===== config.mk =====
export PLATFORM = sky130hd
export DESIGN_NAME = mp2_cfg
export DESIGN_NICKNAME = d
export VERILOG_FILES = /design/src/rtl/core/mp2_pkg.sv /design/src/rtl/core/mp2_cfg.sv
export SDC_FILE = /design/constraint.sdc
export NUM_CORES = 1
export LEC_CHECK = 0
export BUFFER_PORTS_ARGS = -buffer_cell sky130_fd_sc_hd__clkbuf_2
export CELL_PAD_IN_SITES_DETAIL_PLACEMENT = 1
export CELL_PAD_IN_SITES_GLOBAL_PLACEMENT = 2
export CORE_MARGIN = 1.5
export CORE_UTILIZATION = 36
export DETAILED_ROUTE_END_ITERATION = 10
export PLACE_DENSITY = 0.83
export SKIP_LAST_GASP = 1
export SYNTH_ARGS = -nofsm -noshare
export SYNTH_HDL_FRONTEND = slang
export SYNTH_SLANG_ARGS = --single-unit

===== constraint.sdc =====
create_clock -name clk -period 6 [get_ports clk]
set_input_delay 0.6 -clock clk [delete_from_list [all_inputs] [get_ports clk]]
set_output_delay 0.6 -clock clk [all_outputs]
set_load 0.01 [all_outputs]

===== src/rtl/core/mp2_pkg.sv =====
`timescale 1ns / 1ps
// Shared constants, types and the line store address map of the max pooling block.
// No dependencies; every module of the block imports this package.
package mp2_pkg;

  // Size limits of the design
  localparam int MAX_EXTENT   = 8;
  localparam int MAX_WIDTH    = 256;
  localparam int MAX_HEIGHT   = 256;
  localparam int MAX_CHANNELS = 512;
  localparam int MAX_STRIDE   = 8;

  // Field widths fixed by the interface
  localparam int SAMPLE_W   = 16;
  localparam int IDX_W      = 25;
  localparam int CFG_IDX_W  = 3;
  localparam int CFG_DATA_W = 10;
  localparam int EXT_RAW_W  = 4;
  localparam int STR_RAW_W  = 4;
  localparam int HGT_RAW_W  = 9;
  localparam int WID_RAW_W  = 9;
  localparam int CHN_RAW_W  = 10;

  // Internal widths derived from the limits
  localparam int EXT_W       = $clog2(MAX_EXTENT + 1);
  localparam int STR_W       = $clog2(MAX_STRIDE + 1);
  localparam int PHASE_W     = $clog2(MAX_STRIDE);
  localparam int HGT_W       = $clog2(MAX_HEIGHT + 1);
  localparam int WID_W       = $clog2(MAX_WIDTH + 1);
  localparam int CHN_W       = $clog2(MAX_CHANNELS + 1);
  localparam int ROW_W       = $clog2(MAX_HEIGHT);
  localparam int COL_W       = $clog2(MAX_WIDTH);
  localparam int CH_W        = (MAX_CHANNELS > 1) ? $clog2(MAX_CHANNELS) : 1;
  localparam int SLOT_W      = (MAX_EXTENT > 1) ? $clog2(MAX_EXTENT) : 1;
  localparam int ROWBASE_W   = $clog2(MAX_HEIGHT * MAX_WIDTH);
  localparam int PLANE_W     = $clog2(MAX_HEIGHT * MAX_WIDTH + 1);
  localparam int STORE_DEPTH = MAX_EXTENT * MAX_WIDTH;
  localparam int ADDR_W      = $clog2(STORE_DEPTH);

  // Queue depths (powers of two)
  localparam int JQ_DEPTH = 2;
  localparam int OQ_DEPTH = 2;

  // Configuration register indexes
  typedef enum logic [CFG_IDX_W-1:0] {
    REG_EXTENT   = 3'd0,
    REG_STRIDE   = 3'd1,
    REG_HEIGHT   = 3'd2,
    REG_WIDTH    = 3'd3,
    REG_CHANNELS = 3'd4
  } reg_index_t;

  // Effective (clamped) settings plus derived products
  typedef struct packed {
    logic [EXT_W-1:0]     ext;
    logic [STR_W-1:0]     str;
    logic [HGT_W-1:0]     hgt;
    logic [WID_W-1:0]     wid;
    logic [CHN_W-1:0]     chn;
    logic [PLANE_W-1:0]   plane;
    logic [ROWBASE_W-1:0] ext_m1_wid;
  } cfg_t;

  // Line store write request from the front
  typedef struct packed {
    logic                en;
    logic [ADDR_W-1:0]   addr;
    logic [SAMPLE_W-1:0] data;
  } store_wr_t;

  // One window scan request
  typedef struct packed {
    logic [SLOT_W-1:0] slot;
    logic [COL_W-1:0]  c0;
    logic [IDX_W-1:0]  base;
    logic              last;
  } job_t;

  // One pooled result
  typedef struct packed {
    logic signed [SAMPLE_W-1:0] value;
    logic [IDX_W-1:0]           index;
    logic                       last;
  } result_t;

  // Row slot and column to line store address
  function automatic logic [ADDR_W-1:0] line_addr(input logic [SLOT_W-1:0] slot,
                                                  input logic [COL_W-1:0] col);
    return ADDR_W'(slot) * ADDR_W'(MAX_WIDTH) + ADDR_W'(col);
  endfunction

endpackage


===== src/rtl/core/mp2_cfg.sv =====
`timescale 1ns / 1ps
// Configuration registers, range clamping and derived plane products.
// Depends on mp2_pkg.
module mp2_cfg (
  input  logic                           clk,
  input  logic                           rst,
  input  logic                           write_enable,
  input  logic [mp2_pkg::CFG_IDX_W-1:0]  reg_index,
  input  logic [mp2_pkg::CFG_DATA_W-1:0] write_data,
  output mp2_pkg::cfg_t                  cfg,
  output logic                           settle,
  output logic                           restart
);
  import mp2_pkg::*;

  logic [EXT_RAW_W-1:0] ext_raw;
  logic [STR_RAW_W-1:0] str_raw;
  logic [HGT_RAW_W-1:0] hgt_raw;
  logic [WID_RAW_W-1:0] wid_raw;
  logic [CHN_RAW_W-1:0] chn_raw;
  logic                 idx_ok;
  cfg_t                 cfg_next;

  // Index decode
  always_comb begin
    idx_ok = 1'b1;
    unique case (reg_index)
      REG_EXTENT, REG_STRIDE, REG_HEIGHT, REG_WIDTH, REG_CHANNELS: idx_ok = 1'b1;
      default: idx_ok = 1'b0;
    endcase
  end

  assign restart = write_enable && idx_ok;

  // Raw registers
  always_ff @(posedge clk) begin
    if (rst) begin
      ext_raw <= EXT_RAW_W'(2);
      str_raw <= STR_RAW_W'(2);
      hgt_raw <= HGT_RAW_W'(32);
      wid_raw <= WID_RAW_W'(32);
      chn_raw <= CHN_RAW_W'(1);
    end else if (write_enable) begin
      unique case (reg_index)
        REG_EXTENT:   ext_raw <= write_data[EXT_RAW_W-1:0];
        REG_STRIDE:   str_raw <= write_data[STR_RAW_W-1:0];
        REG_HEIGHT:   hgt_raw <= write_data[HGT_RAW_W-1:0];
        REG_WIDTH:    wid_raw <= write_data[WID_RAW_W-1:0];
        REG_CHANNELS: chn_raw <= write_data[CHN_RAW_W-1:0];
        default: ;
      endcase
    end
  end

  // Clamp to the supported range; zero reads as one
  always_comb begin
    cfg_next.ext = (ext_raw == '0) ? EXT_W'(1) :
                   (ext_raw > MAX_EXTENT) ? EXT_W'(MAX_EXTENT) : EXT_W'(ext_raw);
    cfg_next.str = (str_raw == '0) ? STR_W'(1) :
                   (str_raw > MAX_STRIDE) ? STR_W'(MAX_STRIDE) : STR_W'(str_raw);
    cfg_next.hgt = (hgt_raw == '0) ? HGT_W'(1) :
                   (hgt_raw > MAX_HEIGHT) ? HGT_W'(MAX_HEIGHT) : HGT_W'(hgt_raw);
    cfg_next.wid = (wid_raw == '0) ? WID_W'(1) :
                   (wid_raw > MAX_WIDTH) ? WID_W'(MAX_WIDTH) : WID_W'(wid_raw);
    cfg_next.chn = (chn_raw == '0) ? CHN_W'(1) :
                   (chn_raw > MAX_CHANNELS) ? CHN_W'(MAX_CHANNELS) : CHN_W'(chn_raw);
    cfg_next.plane = PLANE_W'(PLANE_W'(cfg_next.hgt) * PLANE_W'(cfg_next.wid));
    cfg_next.ext_m1_wid = ROWBASE_W'(ROWBASE_W'(cfg_next.ext - 1'b1) *
                                     ROWBASE_W'(cfg_next.wid));
  end

  // Registered settings; settle holds off samples for one cycle after a change
  always_ff @(posedge clk) begin
    cfg <= cfg_next;
    if (rst) begin
      settle <= 1'b1;
    end else begin
      settle <= restart;
    end
  end

endmodule


==> impl_results.md <==
* Status: completed
* Avg Cell Area, Syn at 8.79 µm²
* Element type at the critical path end: register
* Highest clock rate at between 150 and 200 MHz
* Core area at approximately 19,000 µm²
* Post-CTS Setup Inserts at 0
* Global-route wire length before repair at between 20,000 and 30,000 µm
* Worst clock skew at approximately 0.011 ns
* CTS tree: yes
* Top cells by area, synth: dfxtp_1 30%, fa_1 20%, ha_1 12%, inv_1 7.3%, nand2_1 5.9%
* Vias in the first global route at roughly 5,500
* Fraction of layout instances using a drive strength above 1 at between 10 and 15%
* Synth Register Bits at about 110
* Final cell count without fillers at between 1,000 and 1,500
* Clock network latency to the later pin of the worst-skew pair at around 0.36 ns
* Die Footprint at just over 20,000 µm²
* FF-to-FF setup slack at between 0.6 and 0.7 ns
* Longest Clk Path Bufs at 2
* Top-level I/O count at 87
* IO Port Bufs at 86
* Row count at about 50
* H-tree depth at 3
* Worst hold margin at 0.394 ns
* Post-DP HPWL at between 10,000 and 15,000 µm
* Place WS at ~0.81 ns
* CP Launch Type: register
* Met2 routed WL at 7750 µm
* Initial antenna violation count at 0
* Clock slew at reported path FFs at 0.08 ns
* Critical path required time at about 6.3 ns
* Vias at approximately 5,300
* Worst endpoint data arrival time at approximately 5.6 ns
* Post-synth EDFFs at 0
* Placed Instances at 1,142
* Clock root buffer: clkbuf_16
* Max layer used: met4
* Worst Hold Class: register to register
* Grt ovf at 0
* Final WS setup at ~0.68 ns
* Total CTS buffers at 9
* Starting Density at 36.6%
* Post-route DRC at 0
* Die Span X at 143 µm
* Overall power at about 1.7 mW
* Number of antenna diodes at 0
* Setup Viol. Count Final at 0
* Mapped cell area at 7070 µm²
* Post-route ant nets at 0
* Metal1 wirelength at 8160 µm
* Static Leak at around 4 nW
* Sequential fraction of the synthesis area at 29.7%
* Top cell type's share of synthesized area at between 20% and 30%
* CP max FO at 22
* Final hold vios at 0
* Synth unique cells at 57
* Pwr dens at 214 nW/µm²
* Gr usage total at approximately 17%
* Fin nets at about 1,000
* DRT iter0 DRCs at 217
* GPL Wtd Cong at slightly above 0.8
* Setup TNS at 0 ns
* Asr flop ratio synth at 0%
* Top FF cell, synth: dfxtp_1
* Tcrit/Tclk final at between 80% and 90%
* WL/cell at about 14 µm
* DIE HEIGHT at around 140 µm
* Post-cts resize count at 0
* Relative slew slack at between 50% and 60%
* Maximum vdd ir drop at 125 µV
* Final core utilization at between 40% and 50%
* Yosys top cell by area: dfxtp_1
* Synth Warn # at 0
* Count of final max-slew check failures at 0
* Fin crit period at ~5.3 ns
* Slew @ Worst Pin at between 0.7 and 0.8 ns
* Area after DPL at 7790 µm²
* Final Instance Area at slightly above 8000 µm²
* Total Wirelength at roughly 17,000 µm
* Routed vias/inst at 4.61
* Max-cap violations at 0
* # clock sinks at roughly 110
* WL met3 at around 580 µm
* First-pass DRT Iterations at 4
* Syn Inst Count at around 800
* Fill count at around 2,300
* Largest net degree at the start of global routing at 38
* Area growth from synthesis to layout at 14.6%
* Kind of critical path: register to register
* RSZ-0062 raised after global routing: no
* Hold-fix buffers, CTS at 0
## per-layer routing
metal	vias to the layer above	GRT usage, %
li1	2635	-
met1	2600	23.9
met2	89	28.3
met3	11	3.19
met4	0	4.45
met5	-	0
## cell families (layout without fill, tap and decap cells)
group	Yosys count	count (layout)	share of synthesized area (%)
XOR/XNOR	20	20	2.48
multiplexers	7	7	0.991
AND/OR/NAND/NOR	280	280	18.4
other	2	19	0.106
flip-flops	105	105	29.7
adder cells (fa/ha/maj)	136	136	31.6
AO/OA/AOI/OAI	80	80	7.36
buffers and inverters	174	246	9.31
## critical path, stage by stage, from the launching register on
cell,delay (ns)
dfxtp_1,0.68
nand2b_1,0.32
clkinv_1,0.34
nand2_1,0.19
fa_1,0.41
inv_1,0.09
fa_1,0.41
inv_1,0.08
fa_1,0.43
fa_1,0.55
inv_1,0.04
ha_1,0.38
o211ai_1,0.19
a21oi_1,0.09
nor3_1,0.48
o21ai_1,0.23
o311ai_2,0.28
## cells in the final DEF (no fill, tap or decap), types with 9 or more instances in the layout
master	instances
a21oi_1	42
and2_1	13
clkbuf_16	9
clkbuf_2	86
conb_1	19
dfxtp_1	105
fa_1	71
ha_1	65
inv_1	138
nand2_1	111
nand2b_1	18
nor2_1	73
nor2b_1	15
nor3_1	10
xnor2_1	15
## synth_stat cells, types with 6 or more instances
library cell and number:
ha_1 65, clkbuf_1 29, nor3_1 10, nor2b_1 15, o21ai_0 7, and3_1 7, dfxtp_1 105, nor2_1 73
mux2i_1 7, nand2b_1 18, nand2_1 111, nand3_1 6, inv_1 138, fa_1 71, a21oi_1 42, and2_1 13
xnor2_1 15
## path summary, 6_finish.rpt
path                      to  cells past startpoint                    start
min reg2reg  cfg[68]$_DFF_P_                      0  ext_raw[3]$_SDFFE_PP0P_
max reg2reg  cfg[30]$_DFF_P_                     16  wid_raw[8]$_SDFFE_PP0P_
max          cfg[30]$_DFF_P_                     16  wid_raw[8]$_SDFFE_PP0P_
min          cfg[68]$_DFF_P_                      0  ext_raw[3]$_SDFFE_PP0P_
## report_power, final
group	internal, mW	switching [mW]	total, mW	leakage [nW]
clock network	0.344	0.297	0.641	0.153
logic	0.136	0.196	0.333	3.08
registers	0.746	0.0158	0.761	0.855
## sequential cells by signal (all words and copies together), names as in the netlist
| register | count |
|---|---|
| str_raw | 4 |
| wid_raw | 9 |
| settle | 1 |
| chn_raw | 10 |
| cfg | 68 |
| hgt_raw | 9 |
| ext_raw | 4 |
## area by class of cell
class | instances | area, µm² | share of cell area [%]
inverters | 141 | 529 | 6.53
clock inverters | 5 | 67.6 | 0.834
repair buffers | 89 | 453 | 5.59
clock buffers | 11 | 243 | 3.00
flip-flops and latches | 105 | 2100 | 26.0
multi-input cells | 542 | 4370 | 54.0
well taps | 265 | 332 | 4.09
No activity file was read; power rests on OpenSTA's default activity.
