$ cat config.mk
export PLATFORM = sky130hd
export DESIGN_NAME = mp2_job_queue
export DESIGN_NICKNAME = d
export VERILOG_FILES = /design/src/rtl/core/mp2_pkg.sv /design/src/rtl/core/mp2_job_queue.sv
export SDC_FILE = /design/constraint.sdc
export NUM_CORES = 1
export LEC_CHECK = 0
export ABC_AREA = 1
export BUFFER_PORTS_ARGS = -buffer_cell sky130_fd_sc_hd__buf_2
export CAP_MARGIN = 20
export CORE_MARGIN = 10
export CORE_UTILIZATION = 30
export CTS_CLUSTER_SIZE = 8
export DETAILED_ROUTE_END_ITERATION = 8
export PLACE_DENSITY_LB_ADDON = 0.1
export SYNTH_ARGS = -nofsm -noshare
export SYNTH_HDL_FRONTEND = slang
export SYNTH_SLANG_ARGS = --single-unit
$ cat constraint.sdc
create_clock -name clk -period 4.52 [get_ports clk]
set_clock_uncertainty 0.2 [all_clocks]
set_input_delay 0.226 -clock clk [delete_from_list [all_inputs] [get_ports clk]]
set_output_delay 0.226 -clock clk [all_outputs]
set_load 0.1 [all_outputs]
$ cat src/rtl/core/mp2_pkg.sv
`timescale 1ns / 1ps
// Shared constants, types and the line store address map of the max pooling block.
// No dependencies; every module of the block imports this package.
package mp2_pkg;

  // Size limits of the design
  localparam int MAX_EXTENT   = 8;
  localparam int MAX_WIDTH    = 256;
  localparam int MAX_HEIGHT   = 256;
  localparam int MAX_CHANNELS = 512;
  localparam int MAX_STRIDE   = 8;

  // Field widths fixed by the interface
  localparam int SAMPLE_W   = 16;
  localparam int IDX_W      = 25;
  localparam int CFG_IDX_W  = 3;
  localparam int CFG_DATA_W = 10;
  localparam int EXT_RAW_W  = 4;
  localparam int STR_RAW_W  = 4;
  localparam int HGT_RAW_W  = 9;
  localparam int WID_RAW_W  = 9;
  localparam int CHN_RAW_W  = 10;

  // Internal widths derived from the limits
  localparam int EXT_W       = $clog2(MAX_EXTENT + 1);
  localparam int STR_W       = $clog2(MAX_STRIDE + 1);
  localparam int PHASE_W     = $clog2(MAX_STRIDE);
  localparam int HGT_W       = $clog2(MAX_HEIGHT + 1);
  localparam int WID_W       = $clog2(MAX_WIDTH + 1);
  localparam int CHN_W       = $clog2(MAX_CHANNELS + 1);
  localparam int ROW_W       = $clog2(MAX_HEIGHT);
  localparam int COL_W       = $clog2(MAX_WIDTH);
  localparam int CH_W        = (MAX_CHANNELS > 1) ? $clog2(MAX_CHANNELS) : 1;
  localparam int SLOT_W      = (MAX_EXTENT > 1) ? $clog2(MAX_EXTENT) : 1;
  localparam int ROWBASE_W   = $clog2(MAX_HEIGHT * MAX_WIDTH);
  localparam int PLANE_W     = $clog2(MAX_HEIGHT * MAX_WIDTH + 1);
  localparam int STORE_DEPTH = MAX_EXTENT * MAX_WIDTH;
  localparam int ADDR_W      = $clog2(STORE_DEPTH);

  // Queue depths (powers of two)
  localparam int JQ_DEPTH = 2;
  localparam int OQ_DEPTH = 2;

  // Configuration register indexes
  typedef enum logic [CFG_IDX_W-1:0] {
    REG_EXTENT   = 3'd0,
    REG_STRIDE   = 3'd1,
    REG_HEIGHT   = 3'd2,
    REG_WIDTH    = 3'd3,
    REG_CHANNELS = 3'd4
  } reg_index_t;

  // Effective (clamped) settings plus derived products
  typedef struct packed {
    logic [EXT_W-1:0]     ext;
    logic [STR_W-1:0]     str;
    logic [HGT_W-1:0]     hgt;
    logic [WID_W-1:0]     wid;
    logic [CHN_W-1:0]     chn;
    logic [PLANE_W-1:0]   plane;
    logic [ROWBASE_W-1:0] ext_m1_wid;
  } cfg_t;

  // Line store write request from the front
  typedef struct packed {
    logic                en;
    logic [ADDR_W-1:0]   addr;
    logic [SAMPLE_W-1:0] data;
  } store_wr_t;

  // One window scan request
  typedef struct packed {
    logic [SLOT_W-1:0] slot;
    logic [COL_W-1:0]  c0;
    logic [IDX_W-1:0]  base;
    logic              last;
  } job_t;

  // One pooled result
  typedef struct packed {
    logic signed [SAMPLE_W-1:0] value;
    logic [IDX_W-1:0]           index;
    logic                       last;
  } result_t;

  // Row slot and column to line store address
  function automatic logic [ADDR_W-1:0] line_addr(input logic [SLOT_W-1:0] slot,
                                                  input logic [COL_W-1:0] col);
    return ADDR_W'(slot) * ADDR_W'(MAX_WIDTH) + ADDR_W'(col);
  endfunction

endpackage

$ cat src/rtl/core/mp2_job_queue.sv
`timescale 1ns / 1ps
// Short queue of window scan requests between front and back.
// Depends on mp2_pkg.
module mp2_job_queue (
  input  logic          clk,
  input  logic          rst,
  input  logic          push,
  input  mp2_pkg::job_t job_in,
  input  logic          pop,
  output mp2_pkg::job_t job_out,
  output logic          full,
  output logic          empty
);
  import mp2_pkg::*;

  localparam int PTR_W = (JQ_DEPTH > 1) ? $clog2(JQ_DEPTH) : 1;
  localparam int CNT_W = $clog2(JQ_DEPTH + 1);

  job_t             slots [JQ_DEPTH];
  logic [PTR_W-1:0] wp, rp;
  logic [CNT_W-1:0] cnt;
  logic             do_push, do_pop;

  assign full    = (cnt == CNT_W'(JQ_DEPTH));
  assign empty   = (cnt == '0);
  assign do_push = push && !full;
  assign do_pop  = pop && !empty;
  assign job_out = slots[rp];

  // Pointers and fill level
  always_ff @(posedge clk) begin
    if (rst) begin
      wp  <= '0;
      rp  <= '0;
      cnt <= '0;
    end else begin
      if (do_push) wp <= wp + 1'b1;
      if (do_pop)  rp <= rp + 1'b1;
      cnt <= cnt + CNT_W'(do_push) - CNT_W'(do_pop);
    end
  end

  // Entry storage
  always_ff @(posedge clk) begin
    if (do_push) begin
      slots[wp] <= job_in;
    end
  end

endmodule

==> results of run 1 <==
## final timing paths
path                      from                      to  slack [ps]  cells after the start
min            rp$_SDFFE_PP0P_         rp$_SDFFE_PP0P_         320                      2
min reg2reg    rp$_SDFFE_PP0P_         rp$_SDFFE_PP0P_         320                      2
max reg2reg  cnt[0]$_SDFF_PP0_  slots[1][24]$_DFFE_PP_        2430                      6
max                  flip-flop             job_out[36]        1980                      3
## power groups by stage
stage / Combinational, W / Clock (W) / Sequential (W)
after detailed placement: 0.00132 / 0 / 0.000997
after floorplan: 0.00118 / 0 / 0.000972
final: 0.00133 / 0.000553 / 0.000977
after CTS: 0.00135 / 0.000576 / 0.000980
after global routing: 0.00139 / 0.000609 / 0.000988
after global placement: 0.00132 / 0 / 0.000995
## worst max-delay path: stages (launching register included)
cell	delay, ps
dfxtp_2	610
buf_4	470
mux2_2	390
buf_2	290
## per-stage QoR
step	area, um^2	util	setup WS (ps)	total power (W)	hold WS (ps)
floorplan	3074	-	1647	0.002155	97.22
global placement	3596	0.3645	2124	0.002320	200.2
detailed placement	3596	0.3645	2068	0.002315	204.4
CTS	4209	0.4267	1884	0.002903	321.5
global route	4224	0.4282	1831	0.002987	351.7
finish	4224	0.4282	1985	0.002861	315.9
## state kept, by name (all words and copies together), names as in the netlist, named ones only
name   cells
rp         1
wp         1
slots     74
cnt        2
## cells in the final DEF (no fill, tap or decap), types with 3 or more instances in the layout
master,count
buf_2,79
edfxtp_1,74
dlygate4sd3_1,40
mux2_4,30
inv_1,9
clkbuf_8,9
nor2_1,8
nand2_1,8
mux2_2,7
dfxtp_1,4
nand3_1,3
buf_4,3
## layout make-up
class	count	area share
timing repair buffer	123	0.1973
inverter	10	0.008886
clock buffer	10	0.03021
tap	133	0.03940
sequential	79	0.5501
clock inverter	6	0.02014
multi-input combinational	61	0.1540
## what timing repair did
action,CTS,global route
endpoints found under the hold margin,79,0
gates resized for setup,0,0
hold buffers,40,0
## cell families (layout without fill, tap and decap cells)
group | count (synthesis) | in the layout | share of synthesized area
AOI/OAI and AO/OA | 2 | 2 | 0.003256
adders and majority gates | 2 | 2 | 0.008139
buffers and inverters | 14 | 149 | 0.03541
DFF | 79 | 79 | 0.7554
muxes | 37 | 37 | 0.1722
and+or+nand+nor | 20 | 20 | 0.02564
## layer usage
metal	wire [um]	part of all wire
met1	2537	0.41
met2	3110	0.51
met3	421	0.069
met4	70	0.011
met5	0	0
==> results.json, run 1 <==
{
  "clk_pin_slew_ps": 70,
  "relSlewSlack": 0.6152,
  "seq_area_um2": 2323,
  "place_inst": 365,
  "h-tree-depth": 3,
  "detail-route-antenna-nets": 0,
  "cts_tree": "done",
  "dieArea_um2": 14700,
  "synth_nets": 197,
  "async_reset_ff_frac": 0,
  "drv_cap": 0,
  "status": "completed",
  "cp-end-kind": "primary output",
  "wl_per_cell_um": 14.55,
  "start_kind": "flip-flop",
  "drc": 0,
  "multi_input_area_um2": 650.6,
  "p_int_w": 0.001533,
  "synth_top_cell_by_area": "edfxtp_1",
  "finalHoldViolCount": 0,
  "grt_pass1_wl_um": 9390,
  "nFillCells": 901,
  "grtUsageMet2": 0.1418,
  "numCtsBuffers": 9,
  "cts_setup_buffers": 0,
  "p_sw_w": 0.001327,
  "yosysTopAreaCellShare": 0.7228,
  "synthFlopType": "edfxtp_1",
  "power_density_nw_per_um2": 677.3,
  "layout-drive-gt1-share": 0.4706,
  "synth_area_um2": 3074,
  "met3_usage": 0.03490,
  "netlist_top_cells_count": "74 x edfxtp_1, 30 x mux2_4, 10 x inv_1",
  "rsz0062_at_grt": "no",
  "synth-seq-cells": 79,
  "cp.required_ps": 4090,
  "worst_pin_slew_ps": 573.7,
  "io_pins": 80,
  "via_per_inst": 3.955,
  "fin_tns_setup_ps": 0,
  "drt_first_iter_violations": 40,
  "rows": 36,
  "clockBufferDepth": 2,
  "leakage_nw": 1.686,
  "grt_max_degree": 38,
  "clock-root-buffer": "clkbuf_8",
  "port_buffers": 79,
  "area_growth_syn_to_layout_pct": 37.40,
  "yosysWarnings": 0,
  "syn_area_per_cell_um2": 19.96,
  "power_frac_comb": 0.465,
  "diodes": 0,
  "yosysSeqAreaShare": 0.7554,
  "setup_viol": 0,
  "gp_congestion": 0.6559,
  "max_freq_ghz": 0.3945,
  "slew_violations": 0,
  "start_util": 0.3116,
  "first_global_vias": 1879,
  "grt_use_total": 0.08259,
  "period_needed_ps": 2535,
  "synth_most_common_cell": "edfxtp_1",
  "instances_no_fill": 422,
  "gr-usage-met1": 0.08941,
  "core_area_um2": 9864,
  "hp-class": "reg -> reg",
  "synth_edf_count": 74,
  "antenna_found_initial": 0,
  "cts.sinks": 79,
  "dieWidth_um": 121.2,
  "grt_overflow": 0,
  "switching_share": 0.4640,
  "die_y_um": 121.2,
  "top_usage_layer": "met2",
  "ir_worst_vdd_mv": 0.4168,
  "syn_inst": 154,
  "num_vias": 1669,
  "final_nets": 327,
  "finalCritPeriodShare": 0.5609,
  "p_seq_frac": 0.341,
  "arrival_ps": 2110,
  "dp_hpwl_um": 4051,
  "ys_types": 12,
  "ys_top_cells_by_area": "edfxtp_1 72%, mux2_4 15%, dfxtp_1 3.3%",
  "drtPass1Iterations": 4,
  "path_class": "reg -> out",
  "clkPwrFrac": 0.193,
  "clk_latency_ps": 330,
  "routed_wl_um": 6138,
  "crit_fanout": 24
}
Note: power is estimated with default switching activity, not from simulation.
==> run 2, diff against run 1 <==
==> constraint.sdc (replaced) <==
create_clock -name clk -period 2.2 [get_ports clk]
set_clock_uncertainty 0.2 [all_clocks]
set_input_delay 0.11 -clock clk [delete_from_list [all_inputs] [get_ports clk]]
set_output_delay 0.11 -clock clk [all_outputs]
set_load 0.1 [all_outputs]
==> run 2 against run 1 <==
Compared with the run above:
- worst setup slack got worse by 1700 ps
- flip-flop and latch count did not move
- final cell count fell by 0.24%
- sequential share of layout area rose by 0.21 points
- sequential power rose by 100%
- clock power rose by 56%
- first-iteration DRC count rose by 18%
- critical path type unchanged
- critical endpoint is now job_out[26]
- largest cell class unchanged
- largest power group unchanged
==> results.json, run 2 (same netlist as run 1, synthesis figures left out) <==
{
  "crit_family": "buffers and inverters",
  "fin_hold_ws_ps": 283.0,
  "layout_common_cells": "79 x buf_2, 74 x edfxtp_1, 40 x dlygate4sd3_1",
  "postPlaceCellArea_um2": 3656,
  "relSlewSlack": 0.6677,
  "grt_max_degree": 38,
  "cp-end-kind": "primary output",
  "cts_setup_buffers": 0,
  "crit_chain": "buf_12, mux2_2, buf_2",
  "hold_buffers": 40,
  "worst_pin_slew_ps": 502.0,
  "hp-class": "in -> reg",
  "drv_cap": 0,
  "io_pins": 80,
  "drtPass1Iterations": 4,
  "port_buffers": 79,
  "largest_reg_flops": 74,
  "rows": 36,
  "fin_tns_setup_ps": 0,
  "clock-root-buffer": "clkbuf_8",
  "grt_pass1_wl_um": 9604,
  "dieWidth_um": 121.2,
  "arrival_ps": 1650,
  "dp_hpwl_um": 4011,
  "detail-route-antenna-nets": 0,
  "mostFrequentLayoutCell": "buf_2",
  "setup_viol": 0,
  "cp.required_ps": 1890,
  "rsz0062_at_grt": "no",
  "finalHoldViolCount": 0,
  "cp_num_buf_inv": 2,
  "first_global_vias": 1943,
  "antenna_found_initial": 0,
  "gp_congestion": 0.7173,
  "instances_no_fill": 421,
  "place_inst": 367,
  "path_class": "reg -> out",
  "finalCritPeriodShare": 0.8893,
  "max_freq_ghz": 0.5111,
  "grt_overflow": 0,
  "reg_top3": "slots (74), cnt (2)",
  "wl_per_cell_um": 14.49,
  "power_density_nw_per_um2": 1347,
  "final_nets": 328,
  "num_vias": 1708,
  "status": "completed",
  "numCtsBuffers": 9,
  "dieArea_um2": 14700,
  "cts.sinks": 79,
  "start_kind": "flip-flop",
  "routed_wl_um": 6102,
  "drc": 0,
  "drt_first_iter_violations": 47,
  "cts_resized": 0,
  "clk_latency_ps": 330,
  "clk_pin_slew_ps": 80,
  "start_util": 0.3116,
  "diodes": 0,
  "layout-drive-gt1-share": 0.4826,
  "period_needed_ps": 1956,
  "leakage_nw": 1.681,
  "die_y_um": 121.2,
  "fin_util": 0.4266,
  "grt_use_total": 0.08588,
  "slowest_stage": "mux2_2",
  "slew_violations": 0,
  "h-tree-depth": 3,
  "ir_worst_vdd_mv": 0.7806,
  "reg2reg_slack_ps": 350,
  "slowest_delay_ps": 390,
  "crit_fanout": 37,
  "via_per_inst": 4.057,
  "fin_area_um2": 4208,
  "core_area_um2": 9864,
  "clockBufferDepth": 2,
  "area_growth_syn_to_layout_pct": 36.87,
  "cts_tree": "done",
  "regMostFlops": "slots"
}
run 2: changes by cell type in the layout (fill, tap and decap cells not counted), sizes merged:
cell | previous run | this run
buf | 83 | 84
clkbuf | 10 | 9
bufinv | 2 | 0
inv | 9 | 10
run 2: layout make-up:
cell class                      count  area [um^2]
Clock buffer                        9        123.9
Tap cell                          133        166.4
Fill cell                         897         5657
Clock inverter                      5        27.53
Multi-Input combinational cell     61        658.1
Timing Repair Buffer              124        870.8
Sequential cell                    79         2323
Inverter                           10        37.54
run 2: worst min-delay path: stages:
cell           delay [ps]
dlygate4sd3_1         530
buf_2                 110
nor2_1                 40
run 2: worst paths after layout:
check,start,to,depth (start not counted)
max,flip-flop,job_out[26],3
min,rst,cnt[0]$_SDFF_PP0_,3
max reg2reg,cnt[0]$_SDFF_PP0_,cnt[1]$_SDFF_PP0_,10
min reg2reg,rp$_SDFFE_PP0P_,rp$_SDFFE_PP0P_,2
run 2: where the power goes:
part | leakage, nW | internal (W) | switching (W)
clock | 0.0805 | 0.000389 | 0.000475
sequential | 0.733 | 0.00191 | 0.0000732
combinational | 0.868 | 0.000645 | 0.00218
total | 1.68 | 0.00294 | 0.00273
run 2: layer usage:
layer  global-route usage  vias up  routed length [um]
met2               0.1412       55                3055
li1                     -      833                   -
met3              0.03537        6                 438
met1              0.09410      814                2533
met5                    0        -                   0
met4              0.04247        0                  75
run 2: stage by stage:
stage / setup slack (ps) / total power (W)
3_3_place_gp: 410.2 / 0.004815
6_report: 243.6 / 0.005669
2_1_floorplan: -3.856 / 0.004443
4_1_cts: 191.1 / 0.005760
3_5_place_dp: 356.9 / 0.004823
5_1_grt: 155.2 / 0.005928
