==> src/rtl/core/mp2_pkg.sv <==
`timescale 1ns / 1ps
// Shared constants, types and the line store address map of the max pooling block.
// No dependencies; every module of the block imports this package.
package mp2_pkg;

  // Size limits of the design
  localparam int MAX_EXTENT   = 8;
  localparam int MAX_WIDTH    = 256;
  localparam int MAX_HEIGHT   = 256;
  localparam int MAX_CHANNELS = 512;
  localparam int MAX_STRIDE   = 8;

  // Field widths fixed by the interface
  localparam int SAMPLE_W   = 16;
  localparam int IDX_W      = 25;
  localparam int CFG_IDX_W  = 3;
  localparam int CFG_DATA_W = 10;
  localparam int EXT_RAW_W  = 4;
  localparam int STR_RAW_W  = 4;
  localparam int HGT_RAW_W  = 9;
  localparam int WID_RAW_W  = 9;
  localparam int CHN_RAW_W  = 10;

  // Internal widths derived from the limits
  localparam int EXT_W       = $clog2(MAX_EXTENT + 1);
  localparam int STR_W       = $clog2(MAX_STRIDE + 1);
  localparam int PHASE_W     = $clog2(MAX_STRIDE);
  localparam int HGT_W       = $clog2(MAX_HEIGHT + 1);
  localparam int WID_W       = $clog2(MAX_WIDTH + 1);
  localparam int CHN_W       = $clog2(MAX_CHANNELS + 1);
  localparam int ROW_W       = $clog2(MAX_HEIGHT);
  localparam int COL_W       = $clog2(MAX_WIDTH);
  localparam int CH_W        = (MAX_CHANNELS > 1) ? $clog2(MAX_CHANNELS) : 1;
  localparam int SLOT_W      = (MAX_EXTENT > 1) ? $clog2(MAX_EXTENT) : 1;
  localparam int ROWBASE_W   = $clog2(MAX_HEIGHT * MAX_WIDTH);
  localparam int PLANE_W     = $clog2(MAX_HEIGHT * MAX_WIDTH + 1);
  localparam int STORE_DEPTH = MAX_EXTENT * MAX_WIDTH;
  localparam int ADDR_W      = $clog2(STORE_DEPTH);

  // Queue depths (powers of two)
  localparam int JQ_DEPTH = 2;
  localparam int OQ_DEPTH = 2;

  // Configuration register indexes
  typedef enum logic [CFG_IDX_W-1:0] {
    REG_EXTENT   = 3'd0,
    REG_STRIDE   = 3'd1,
    REG_HEIGHT   = 3'd2,
    REG_WIDTH    = 3'd3,
    REG_CHANNELS = 3'd4
  } reg_index_t;

  // Effective (clamped) settings plus derived products
  typedef struct packed {
    logic [EXT_W-1:0]     ext;
    logic [STR_W-1:0]     str;
    logic [HGT_W-1:0]     hgt;
    logic [WID_W-1:0]     wid;
    logic [CHN_W-1:0]     chn;
    logic [PLANE_W-1:0]   plane;
    logic [ROWBASE_W-1:0] ext_m1_wid;
  } cfg_t;

  // Line store write request from the front
  typedef struct packed {
    logic                en;
    logic [ADDR_W-1:0]   addr;
    logic [SAMPLE_W-1:0] data;
  } store_wr_t;

  // One window scan request
  typedef struct packed {
    logic [SLOT_W-1:0] slot;
    logic [COL_W-1:0]  c0;
    logic [IDX_W-1:0]  base;
    logic              last;
  } job_t;

  // One pooled result
  typedef struct packed {
    logic signed [SAMPLE_W-1:0] value;
    logic [IDX_W-1:0]           index;
    logic                       last;
  } result_t;

  // Row slot and column to line store address
  function automatic logic [ADDR_W-1:0] line_addr(input logic [SLOT_W-1:0] slot,
                                                  input logic [COL_W-1:0] col);
    return ADDR_W'(slot) * ADDR_W'(MAX_WIDTH) + ADDR_W'(col);
  endfunction

endpackage

==> src/rtl/core/mp2_front.sv <==
`timescale 1ns / 1ps
// Front end: accepts samples, tracks position and stride phases, writes the
// line store and issues window scan requests. Depends on mp2_pkg.
module mp2_front (
  input  logic                         clk,
  input  logic                         rst,
  input  logic                         push,
  input  logic [mp2_pkg::SAMPLE_W-1:0] sample,
  output logic                         full,
  input  mp2_pkg::cfg_t                cfg,
  input  logic                         settle,
  input  logic                         restart,
  input  logic                         back_busy,
  input  logic                         jq_full,
  input  logic                         jq_empty,
  output logic                         job_push,
  output mp2_pkg::job_t                job,
  output mp2_pkg::store_wr_t           store_wr
);
  import mp2_pkg::*;

  localparam int SW = EXT_W + 1;

  // Position state
  logic [ROW_W-1:0]     row;
  logic [COL_W-1:0]     col;
  logic [CH_W-1:0]      ch;
  logic [PHASE_W-1:0]   rphase, cphase;
  logic [SLOT_W-1:0]    slot;
  logic [ROWBASE_W-1:0] row_base;
  logic [IDX_W-1:0]     ch_base;

  // Effective position after the range guard
  logic                 guard, hit, pending, accept;
  logic [ROW_W-1:0]     r_v;
  logic [COL_W-1:0]     c_v;
  logic [CH_W-1:0]      ch_v;
  logic [PHASE_W-1:0]   rp_v, cp_v;
  logic [SLOT_W-1:0]    slot_v;
  logic [ROWBASE_W-1:0] rb_v;
  logic [IDX_W-1:0]     cb_v;
  logic [HGT_W-1:0]     r1;
  logic [WID_W-1:0]     c1;
  logic [EXT_W-1:0]     ext_m1;
  logic [SW-1:0]        org;
  logic                 row_ok, col_ok, tail_r, tail_c;

  // Next position
  logic [ROW_W-1:0]     row_next;
  logic [COL_W-1:0]     col_next;
  logic [CH_W-1:0]      ch_next;
  logic [PHASE_W-1:0]   rphase_next, cphase_next;
  logic [SLOT_W-1:0]    slot_next;
  logic [ROWBASE_W-1:0] row_base_next;
  logic [IDX_W-1:0]     ch_base_next;

  // Stall at the start of a row (also a new plane of a one-row tensor)
  // while older windows may still read the store
  assign pending = back_busy || !jq_empty;
  assign full    = settle || jq_full || (pending && (col == '0));
  assign accept  = push && !full;

  // Window detection and request fields
  always_comb begin
    guard  = (HGT_W'(row) >= cfg.hgt) || (WID_W'(col) >= cfg.wid) ||
             (CHN_W'(ch) >= cfg.chn);
    r_v    = guard ? '0 : row;
    c_v    = guard ? '0 : col;
    ch_v   = guard ? '0 : ch;
    rp_v   = guard ? '0 : rphase;
    cp_v   = guard ? '0 : cphase;
    slot_v = guard ? '0 : slot;
    rb_v   = guard ? '0 : row_base;
    cb_v   = guard ? '0 : ch_base;

    r1     = HGT_W'(r_v) + 1'b1;
    c1     = WID_W'(c_v) + 1'b1;
    row_ok = r1 >= HGT_W'(cfg.ext);
    col_ok = c1 >= WID_W'(cfg.ext);
    hit    = row_ok && col_ok && (rp_v == '0) && (cp_v == '0);

    // top row of the window in the circular row slots
    ext_m1 = cfg.ext - 1'b1;
    if (SW'(slot_v) >= SW'(ext_m1)) begin
      org = SW'(slot_v) - SW'(ext_m1);
    end else begin
      org = SW'(slot_v) + SW'(MAX_EXTENT) - SW'(ext_m1);
    end

    tail_r = (HGT_W+1)'(r_v) + (HGT_W+1)'(cfg.str) >= (HGT_W+1)'(cfg.hgt);
    tail_c = (WID_W+1)'(c_v) + (WID_W+1)'(cfg.str) >= (WID_W+1)'(cfg.wid);

    job.slot = SLOT_W'(org);
    job.c0   = COL_W'(c1 - WID_W'(cfg.ext));
    job.base = cb_v + IDX_W'(rb_v) - IDX_W'(cfg.ext_m1_wid);
    job.last = ((CHN_W'(ch_v) + 1'b1) == cfg.chn) && tail_r && tail_c;

    job_push = accept && hit;

    store_wr.en   = accept;
    store_wr.addr = line_addr(slot_v, c_v);
    store_wr.data = sample;
  end

  // Position advance
  always_comb begin
    row_next      = r_v;
    col_next      = COL_W'(c1);
    ch_next       = ch_v;
    rphase_next   = rp_v;
    cphase_next   = cp_v;
    slot_next     = slot_v;
    row_base_next = rb_v;
    ch_base_next  = cb_v;
    if (col_ok) begin
      cphase_next = ((STR_W'(cp_v) + 1'b1) >= cfg.str) ? '0 : cp_v + 1'b1;
    end
    if (c1 >= cfg.wid) begin
      col_next    = '0;
      cphase_next = '0;
      if (row_ok) begin
        rphase_next = ((STR_W'(rp_v) + 1'b1) >= cfg.str) ? '0 : rp_v + 1'b1;
      end
      row_next      = ROW_W'(r1);
      row_base_next = rb_v + ROWBASE_W'(cfg.wid);
      slot_next     = (slot_v == SLOT_W'(MAX_EXTENT - 1)) ? '0 : slot_v + 1'b1;
      if (r1 >= cfg.hgt) begin
        row_next      = '0;
        rphase_next   = '0;
        row_base_next = '0;
        slot_next     = '0;
        if ((CHN_W'(ch_v) + 1'b1) >= cfg.chn) begin
          ch_next      = '0;
          ch_base_next = '0;
        end else begin
          ch_next      = ch_v + 1'b1;
          ch_base_next = cb_v + IDX_W'(cfg.plane);
        end
      end
    end
  end

  always_ff @(posedge clk) begin
    if (rst || restart) begin
      row      <= '0;
      col      <= '0;
      ch       <= '0;
      rphase   <= '0;
      cphase   <= '0;
      slot     <= '0;
      row_base <= '0;
      ch_base  <= '0;
    end else if (accept) begin
      row      <= row_next;
      col      <= col_next;
      ch       <= ch_next;
      rphase   <= rphase_next;
      cphase   <= cphase_next;
      slot     <= slot_next;
      row_base <= row_base_next;
      ch_base  <= ch_base_next;
    end
  end

endmodule

==> config.mk <==
export PLATFORM = sky130hd
export DESIGN_NAME = mp2_front
export DESIGN_NICKNAME = d
export VERILOG_FILES = /design/src/rtl/core/mp2_pkg.sv /design/src/rtl/core/mp2_front.sv
export SDC_FILE = /design/constraint.sdc
export NUM_CORES = 1
export LEC_CHECK = 0
export BUFFER_PORTS_ARGS = -buffer_cell sky130_fd_sc_hd__buf_2
export CORE_ASPECT_RATIO = 1.4
export CORE_MARGIN = 8
export CORE_UTILIZATION = 59
export DETAILED_ROUTE_END_ITERATION = 10
export PLACE_DENSITY = 0.83
export SLEW_MARGIN = 20
export SYNTH_ARGS = -nofsm -noshare
export SYNTH_HDL_FRONTEND = slang
export SYNTH_SLANG_ARGS = --single-unit
==> constraint.sdc <==
create_clock -name clk -period 6.2 [get_ports clk]
set_input_delay 0.31 -clock clk [delete_from_list [all_inputs] [get_ports clk]]
set_output_delay 0.31 -clock clk [all_outputs]
set_load 0.05 [all_outputs]
==> results of run 1 <==
[through the flow]
stage	instance area [sq um]	utilization (%)
finish	10900	67.9
global route	10900	67.9
CTS	10900	67.6
detailed placement	10600	65.8
global placement	10600	65.8
floorplan	9700	-
[metal layers]
metal,GRT usage [%],share of wire (%),vias up
met5,0,0,-
met4,14.2,4.2,0
met3,3.29,5.8,76
met2,44.4,49,361
met1,28.6,41,4558
li1,-,-,4823
[cell usage in the layout, fill, tap and decap left out, types with 4 or more instances in the layout]
cell type and instances:
sky130_fd_sc_hd__ha_1 162, sky130_fd_sc_hd__inv_1 137, sky130_fd_sc_hd__nor2_1 135, sky130_fd_sc_hd__buf_2 126
sky130_fd_sc_hd__nand2_1 114, sky130_fd_sc_hd__a21oi_1 87, sky130_fd_sc_hd__dfxtp_1 73, sky130_fd_sc_hd__o21ai_0 63
sky130_fd_sc_hd__xnor2_1 53, sky130_fd_sc_hd__nand3_1 40, sky130_fd_sc_hd__a22oi_1 40, sky130_fd_sc_hd__buf_4 34
sky130_fd_sc_hd__a21o_1 28, sky130_fd_sc_hd__xor2_1 24, sky130_fd_sc_hd__nor3_1 21, sky130_fd_sc_hd__fa_1 21
sky130_fd_sc_hd__and2_1 19, sky130_fd_sc_hd__o21a_1 18, sky130_fd_sc_hd__a211oi_1 17, sky130_fd_sc_hd__and3_1 14
sky130_fd_sc_hd__nor2b_1 13, sky130_fd_sc_hd__nand4_1 12, sky130_fd_sc_hd__nand2b_1 10, sky130_fd_sc_hd__nor4_1 10
sky130_fd_sc_hd__a31oi_1 9, sky130_fd_sc_hd__clkbuf_16 9, sky130_fd_sc_hd__or4_1 8, sky130_fd_sc_hd__o21bai_1 8
sky130_fd_sc_hd__o31ai_1 8, sky130_fd_sc_hd__or2_2 7, sky130_fd_sc_hd__o211ai_1 6, sky130_fd_sc_hd__a2bb2oi_1 6
sky130_fd_sc_hd__or3_1 5, sky130_fd_sc_hd__nand4b_1 4, sky130_fd_sc_hd__nor3b_1 4, sky130_fd_sc_hd__o31a_1 4
sky130_fd_sc_hd__a311oi_1 4, sky130_fd_sc_hd__a211o_1 4
[logic make-up after synthesis]
group	synth area share (%)
AOI/OAI and AO/OA	22.9
buffers and inverters	8.18
adders and majority gates	25.2
muxes	0.206
DFF	15.5
xor gates and xnor gates	6.95
and+or+nand+nor	21.1
[worst paths after layout]
check	start	slack [ps]	to
worst max-delay path	row[6]	240	job[23]
worst min-delay path	cfg[16]	350	ch_base[0]
worst max register to register	row[6]	640	ch_base[20]
worst min register to register	ch_base[4]	460	ch_base[4]
[critical path, cell delays in order, from the launching register on]
cell	delay (ps)
sky130_fd_sc_hd__dfxtp_2	390
sky130_fd_sc_hd__ha_1	260
sky130_fd_sc_hd__a211oi_1	310
sky130_fd_sc_hd__buf_4	170
sky130_fd_sc_hd__o32ai_1	90
sky130_fd_sc_hd__a211oi_2	240
sky130_fd_sc_hd__and4_4	340
sky130_fd_sc_hd__buf_4	200
sky130_fd_sc_hd__nand2_1	110
sky130_fd_sc_hd__fa_1	520
sky130_fd_sc_hd__inv_1	50
sky130_fd_sc_hd__ha_1	350
sky130_fd_sc_hd__a21o_1	200
sky130_fd_sc_hd__a21oi_1	220
sky130_fd_sc_hd__nor3b_2	230
sky130_fd_sc_hd__a211oi_1	140
sky130_fd_sc_hd__or2_1	300
sky130_fd_sc_hd__a311o_1	400
sky130_fd_sc_hd__or4b_1	500
sky130_fd_sc_hd__nand3_1	90
sky130_fd_sc_hd__buf_4	200
[sequential cells by signal, indices dropped and copies added, names as in the netlist]
name,cells
row_base,16
ch,9
cphase,3
ch_base,25
row,8
rphase,3
col,8
slot,3
[layout make-up]
class,count,area (sq um)
Clock buffer,10,229
Inverter,137,514
Tap cell,199,249
Fill cell,1374,5170
Sequential cell,75,1500
Clock inverter,6,63.8
Timing Repair Buffer,162,917
Multi-Input combinational cell,1030,7450
[power by group]
part | internal (mW) | leakage (nW) | switching, mW
registers | 0.482 | 0.605 | 0.000136
logic | 0.0865 | 4.84 | 0.161
clock network | 0.312 | 0.139 | 0.217
total | 0.880 | 5.58 | 0.378
[timing repair]
item	4_1_cts	5_1_grt
gates resized for setup	2	8
hold endpoints to repair	0	0
endpoints found under the setup margin	2	8
==> results list, run 1 <==
* Count of vias placed by the detailed router: ~9.8k
- Net Count, Synth: ~1.6k
* Count of placed standard cells in the final layout, fillers left out: 1619
* Top cells by count, synth: 162 x sky130_fd_sc_hd__ha_1, 137 x sky130_fd_sc_hd__inv_1, 135 x sky130_fd_sc_hd__nor2_1
- After clock tree synthesis, the flow added hold-fix buffers numbering 0.
* Number of global-route vias before repair: 9709
* Pre-antenna DRT Iters: 6
* Fraction of post-synthesis cell area in the top cell type by area: between 20% and 30%
- For this block, the initial DRC count from the detailed router was around 600.
- Total clock sinks: 75
- Drt via density: around 6.1
* Row count: 55
- The worst setup path is captured at an output pin.
* Number of antenna violations at the first check in global routing: 0
- Maximum capacitance violations: 0
* Worst setup margin: between 200 and 250 ps
- The first global-routing pass estimated ~45 mm of wire.
* WP data required: 5890 ps
- The number of setup buffers added after CTS is 0.
- For this run the aggregate overflow at the end of global routing stands at 0.
- After synthesis the netlist holds a flip-flop and latch count of 75.
- Final-report max-slew violation count: 0
- Ys async rst share: 0%
* Number of I/O port buffers: 127
- For the final database, setup skew stands at approximately 10 ps.
* Effective utilization at floorplan: between 60% and 70%
- The final layout contains about 1.7k nets.
- Ranked by total cell area, the synthesized netlist is headed by sky130_fd_sc_hd__ha_1 21%, sky130_fd_sc_hd__dfxtp_1 15%, sky130_fd_sc_hd__inv_1 5.3%.
- The number of cells on the worst reg-to-reg path is 25.
- Number of different library cells in the post-synthesis netlist: 69
- Status: finished clean
- The total area inside the core boundary comes to about 16000 sq um.
- Peak supply drop: slightly above 100 uV
- TritonCTS built the clock tree.
- Proportion of synthesized chip area in sequential cells: ~15%
* Worst hold path depth: 4
* Area of the die: 20900 sq um
- STA classifies the critical path startpoint as a register.
- From bottom edge to top edge, the die measures around 170 microns.
- For the worst-skew pair, the clock arrives at the later sink with an insertion delay of roughly 340 ps.
- The floorplan step set the die width to 124 microns.
- Clock buffers created by TritonCTS: 9
- Worst hold path type: primary input to register
* Synthesis-to-finish area growth: 12.7%
- Setup TNS Final: 0 ps
- Routability-driven placement finished with a final weighted congestion of a little over 0.9.
* Total wirelength of the detailed-routed design: ~27 mm
* Cell type contributing the most total cell area after synthesis: sky130_fd_sc_hd__ha_1
* Clock root cell: sky130_fd_sc_hd__clkbuf_16
- In this run the static leakage power is between 5 and 6 nW.
- Maximum number of pins on one net before global-route repair: 64
- Avg WL per Cell: about 17 microns
* Average footprint of a synthesized cell: 7.47 sq um
- At the pin with the least slew margin, the transition time is 970 ps.
- STA puts the critical path data arrival time at between 5000 and 6000 ps.
* Flip-flop cell with the highest count after synthesis: sky130_fd_sc_hd__dfxtp_1
* Total half-perimeter wirelength after legalization and detailed placement: approximately 22 mm
- Period utilization: 96.2%
* Minimum clock period after layout: 5960 ps
* Syn Inst Count: 1299
- Cell total after placement: 1603
- F_max: 168 MHz
* Count of endpoints failing hold in the final timing report: 0
- Global routing used between 20% and 30% of the available tracks across all layers.
- Worst slew margin relative to its limit: between 30% and 40%
- Peak fanout along the critical path: 12
- Setup violation total in the final timing report: 0
- In this run, synthesis inferred 0 flip-flops with an integrated enable.
* Fraction of final layout cells sized beyond drive strength 1: between 10% and 20%
- The cell area that synthesis handed to floorplanning was 9700 sq um.
- Deepest level of the CTS H-tree: 3
- Clock-pin slew on the worst setup and hold paths: 60 ps
* Warnings, synthesis: 0
- Power density of the placed cells: 115 nW/um^2
- The repair_antennas step left the layout with diodes totalling 0.
- Number of remaining DRC errors: 0
- WHS: ~350 ps
- Antenna viol nets, final: 0
* Number of top-level design ports: between 150 and 200
- Worst slack at placement: around 210 ps
- The critical path is of the register to output pin type.
- Overall power after layout: roughly 1.3 mW
- Max Buffers Root-to-Sink: 2
- The most common cell in the synthesized netlist is sky130_fd_sc_hd__ha_1.
Power figures use the tool's default switching activity.
==> inputs of run 2 (changes only) <==
GPL_TIMING_DRIVEN = 0   (was not set)
SLEW_MARGIN = 25   (was 20)
==> run 2 against run 1 <==
Compared with the run above:
- non-clock buffer count grew 48
- total power rose by 5.5%
- die area did not move
- cell count is 2.9% higher
- combinational power is 16% higher
- sequential power about the same
- sequential share of layout area down 0.44 points
- clock power grew 5.9%
- fmax decreased by 1.5%
- hold slack gained 7.1 ps
- via count grew 4.5%
- critical path type unchanged
- critical endpoint unchanged
- highest routed layer unchanged
==> results list, run 2 (synthesis gave the netlist of run 1 again) <==
- The maximum vdd drop is 103 uV (about the same).
- Worst Setup Path Type: register to output pin (unchanged)
- The post-layout total power came to 1.33 mW (was 1.26 mW).
* Clock tree from TritonCTS: built (unchanged)
- The critical path's slowest cell was sky130_fd_sc_hd__or4b_1 (was sky130_fd_sc_hd__fa_1).
* Peak fanout along the critical path: 10 (was 12)
* Core occupancy in the finished layout: 70.4% (was 67.9%)
* WP data required: 5890 ps (about the same)
- Top library cells by usage in the layout, fill and taps aside: 159 x sky130_fd_sc_hd__ha_1, 141 x sky130_fd_sc_hd__buf_2, 137 x sky130_fd_sc_hd__inv_1 (was 162 x sky130_fd_sc_hd__ha_1, 137 x sky130_fd_sc_hd__inv_1, 135 x sky130_fd_sc_hd__nor2_1).
- The number of design rule violations left after detail routing was 0 (unchanged).
- Grt met1 use: 30.1% (was 28.6%)
- The final critical-path share of the clock period came to 97.6% (was 96.2%).
* Final estimated routing congestion in global placement: 0.965 (was 0.921)
- Area of the die: 20900 sq um (unchanged)
- The total overflow reported by the global router was 0 (unchanged).
* F_max: 165 MHz (was 168 MHz)
- The clock root buffer is sky130_fd_sc_hd__clkbuf_16 (unchanged).
- Worst-margin pin slew: 813 ps (was 970 ps)
* Number of top-level design ports: 160 (unchanged)
- Worst slew margin relative to its limit: 45.8% (was 35.1%)
* Die boundary width: 124 microns (unchanged)
- Top flop regs: ch_base (25), row_base (16), ch (9) (unchanged).
* Arrival time worst endpoint: 5740 ps (was 5650 ps)
* Delay of the slowest critical-path stage: 500 ps (was 520 ps)
- The number of max-cap violations is 0 (unchanged).
- The number of hold violations in the final report is 0 (unchanged).
- Deepest level of the CTS H-tree: 3 (unchanged)
- Effective utilization at floorplan: 60.2% (unchanged)
- Minimum clock period after layout: 6050 ps (was 5960 ps)
- The synthesis-to-layout area growth was 16.8% (was 12.7%).
- Worst setup margin: 149 ps (was 237 ps)
- The worst slack at placement came to -1850 ps (was 209 ps).
* Post-CTS Hold Fix Bufs: 0 (unchanged)
- DRC marker count from the first detailed-route iteration: 798 (was 618)
- Gr usage total: 27.8% (was 25.2%)
- The average wire per standard cell was 18.0 microns (was 16.7 microns).
- The fraction of met2 tracks used by global routing is 49.8% (was 44.4%).
- Number of global-route vias before repair: 10.2k (was 9709)
* Setup TNS Final: 0 ps (unchanged)
- The clock insertion delay at the later pin of the skew report came to 350 ps (was 340 ps).
* Number of antenna violations at the first check in global routing: 0 (unchanged)
- Total clock sinks: 75 (unchanged)
* Unrepaired setup endpoints after global routing: false
- The count of antenna diodes in the layout came to 0 (unchanged).
- The number of detailed-routing iterations run before antenna repair came to 6 (unchanged).
- The maximum number of buffers from clock root to sink was 2 (unchanged).
- The wire length of the first global-routing pass is 48.6 mm (was 44.8 mm).
- Total half-perimeter wirelength after legalization and detailed placement: 24.0 mm (was 21.7 mm)
- The total of buffers placed on input and output ports came to 143 (was 127).
- The pin count of the biggest net entering global routing came to 12 (was 64).
- The final-report setup violation count is 0 (unchanged).
* GR Util met3: 4.61% (was 3.29%)
- Power density of the placed cells: 117 nW/um^2 (was 115 nW/um^2)
* Storage cell area: 1510 sq um (was 1500 sq um)
* Total wirelength of the detailed-routed design: 30.0 mm (was 27.1 mm)
- The worst hold margin came to 354 ps (was 347 ps).
* Most common cell after layout, fill and taps aside: sky130_fd_sc_hd__ha_1 (unchanged)
- The share of final-layout standard cells stronger than drive strength 1 came to 16.6% (was 13.8%).
- Post-route clock skew: 7.73 ps (was 10.3 ps)
- The row count was 55 (unchanged).
- The number of vias in the routed layout was 10.3k (was 9818).
- The die boundary height is 168 microns (unchanged).
- Post-layout net count: 1739 (was 1691)
- Final-report max-slew violation count: 0 (unchanged)
- Worst hold path type: primary input to register (unchanged)
- Clock buffers created by TritonCTS: 9 (unchanged)
- The clock-pin slew on the worst setup and hold paths came to 60 ps (about the same).
* Worst setup EP type: output pin (unchanged)
- Status: finished clean (unchanged)
- Most crowded layer after global routing: met2 (unchanged)
- Sequence of cells on the critical path: ha_1 -> a211oi_4 -> o32ai_2 -> a211oi_2 -> and4_4 -> buf_8 -> clkbuf_4 -> clkbuf_4 -> and2_1 -> fa_1 -> ha_1 -> a21oi_1 -> nor3b_2 -> a211oi_2 -> or2_1 -> a311o_1 -> or4b_1 -> nand3_1 -> buf_6 (was ha_1 -> a211oi_1 -> buf_4 -> o32ai_1 -> a211oi_2 -> and4_4 -> buf_4 -> nand2_1 -> fa_1 -> inv_1 -> ha_1 -> a21o_1 -> a21oi_1 -> nor3b_2 -> a211oi_1 -> or2_1 -> a311o_1 -> or4b_1 -> nand3_1 -> buf_4).
- The area used by multi-input combinational logic was 7580 sq um (was 7450 sq um).
- The remaining number of nets flagged by the antenna check after routing is 0 (unchanged).
- Fillers: 1387 (was 1374)
- Leakage: 5.75 nW (was 5.58 nW)
* Drt via density: 6.16 (was 6.06)
* Max reg flops: 25 (unchanged)
* Most flops, register: ch_base (unchanged)
- The kind of start point of the critical path was a register (unchanged).
* Core area: 16100 sq um (unchanged)
==> run 2: critical path: cells and delay by family (launching register included) <==
family                   cells  cell delay, ps
adder cells (fa/ha/maj)      3            1040
AND/OR/NAND/NOR              6            1690
flip-flops                   1             370
buffers and inverters        4             860
AO/OA/AOI/OAI                6            1390
==> run 2: timing repair <==
| item | CTS | global route |
|---|---|---|
| gates resized for setup | 48 | 38 |
| buffers inserted | 10 | 0 |
| setup endpoints to repair | 103 | 68 |
| pin swaps | 10 | 7 |
| cloned | 0 | 0 |
==> run 2: where the power goes <==
part	internal (mW)	total, mW	switching [mW]
sequential	0.482	0.482	0.000107
clock	0.354	0.559	0.205
combinational	0.0983	0.287	0.189
total	0.934	1.33	0.394
==> run 2: metal layers <==
layer / vias to the layer above / wire length, microns
met1: 4771 / 11500
li1: 4923 / -
met4: 0 / 1510
met2: 471 / 14800
met3: 98 / 2240
met5: - / 0
==> run 2: path summary, 6_finish.rpt <==
kind         slack, ps     endpoint  cells past startpoint        from
max reg2reg        150  ch_base[20]                     23      row[5]
min reg2reg        460   ch_base[4]                      2  ch_base[4]
min                350   ch_base[0]                      4     cfg[16]
max                150      job[23]                     19      row[5]
==> run 2: layout make-up <==
type	instances	area share, %
clock buffer	14	2.51
sequential	75	13.3
inverter	137	4.54
multi-input combinational	1030	66.9
buffer	57	3.20
tap	199	2.20
timing repair buffer	153	7.06
clock inverter	1	0.265
==> run 2: through the flow <==
step | cells | instance area (sq um)
2_1_floorplan | 1299 | 9700
3_3_place_gp | 1641 | 10700
3_5_place_dp | 1641 | 10700
4_1_cts | 1666 | 11200
5_1_grt | 1666 | 11300
6_report | 1666 | 11300
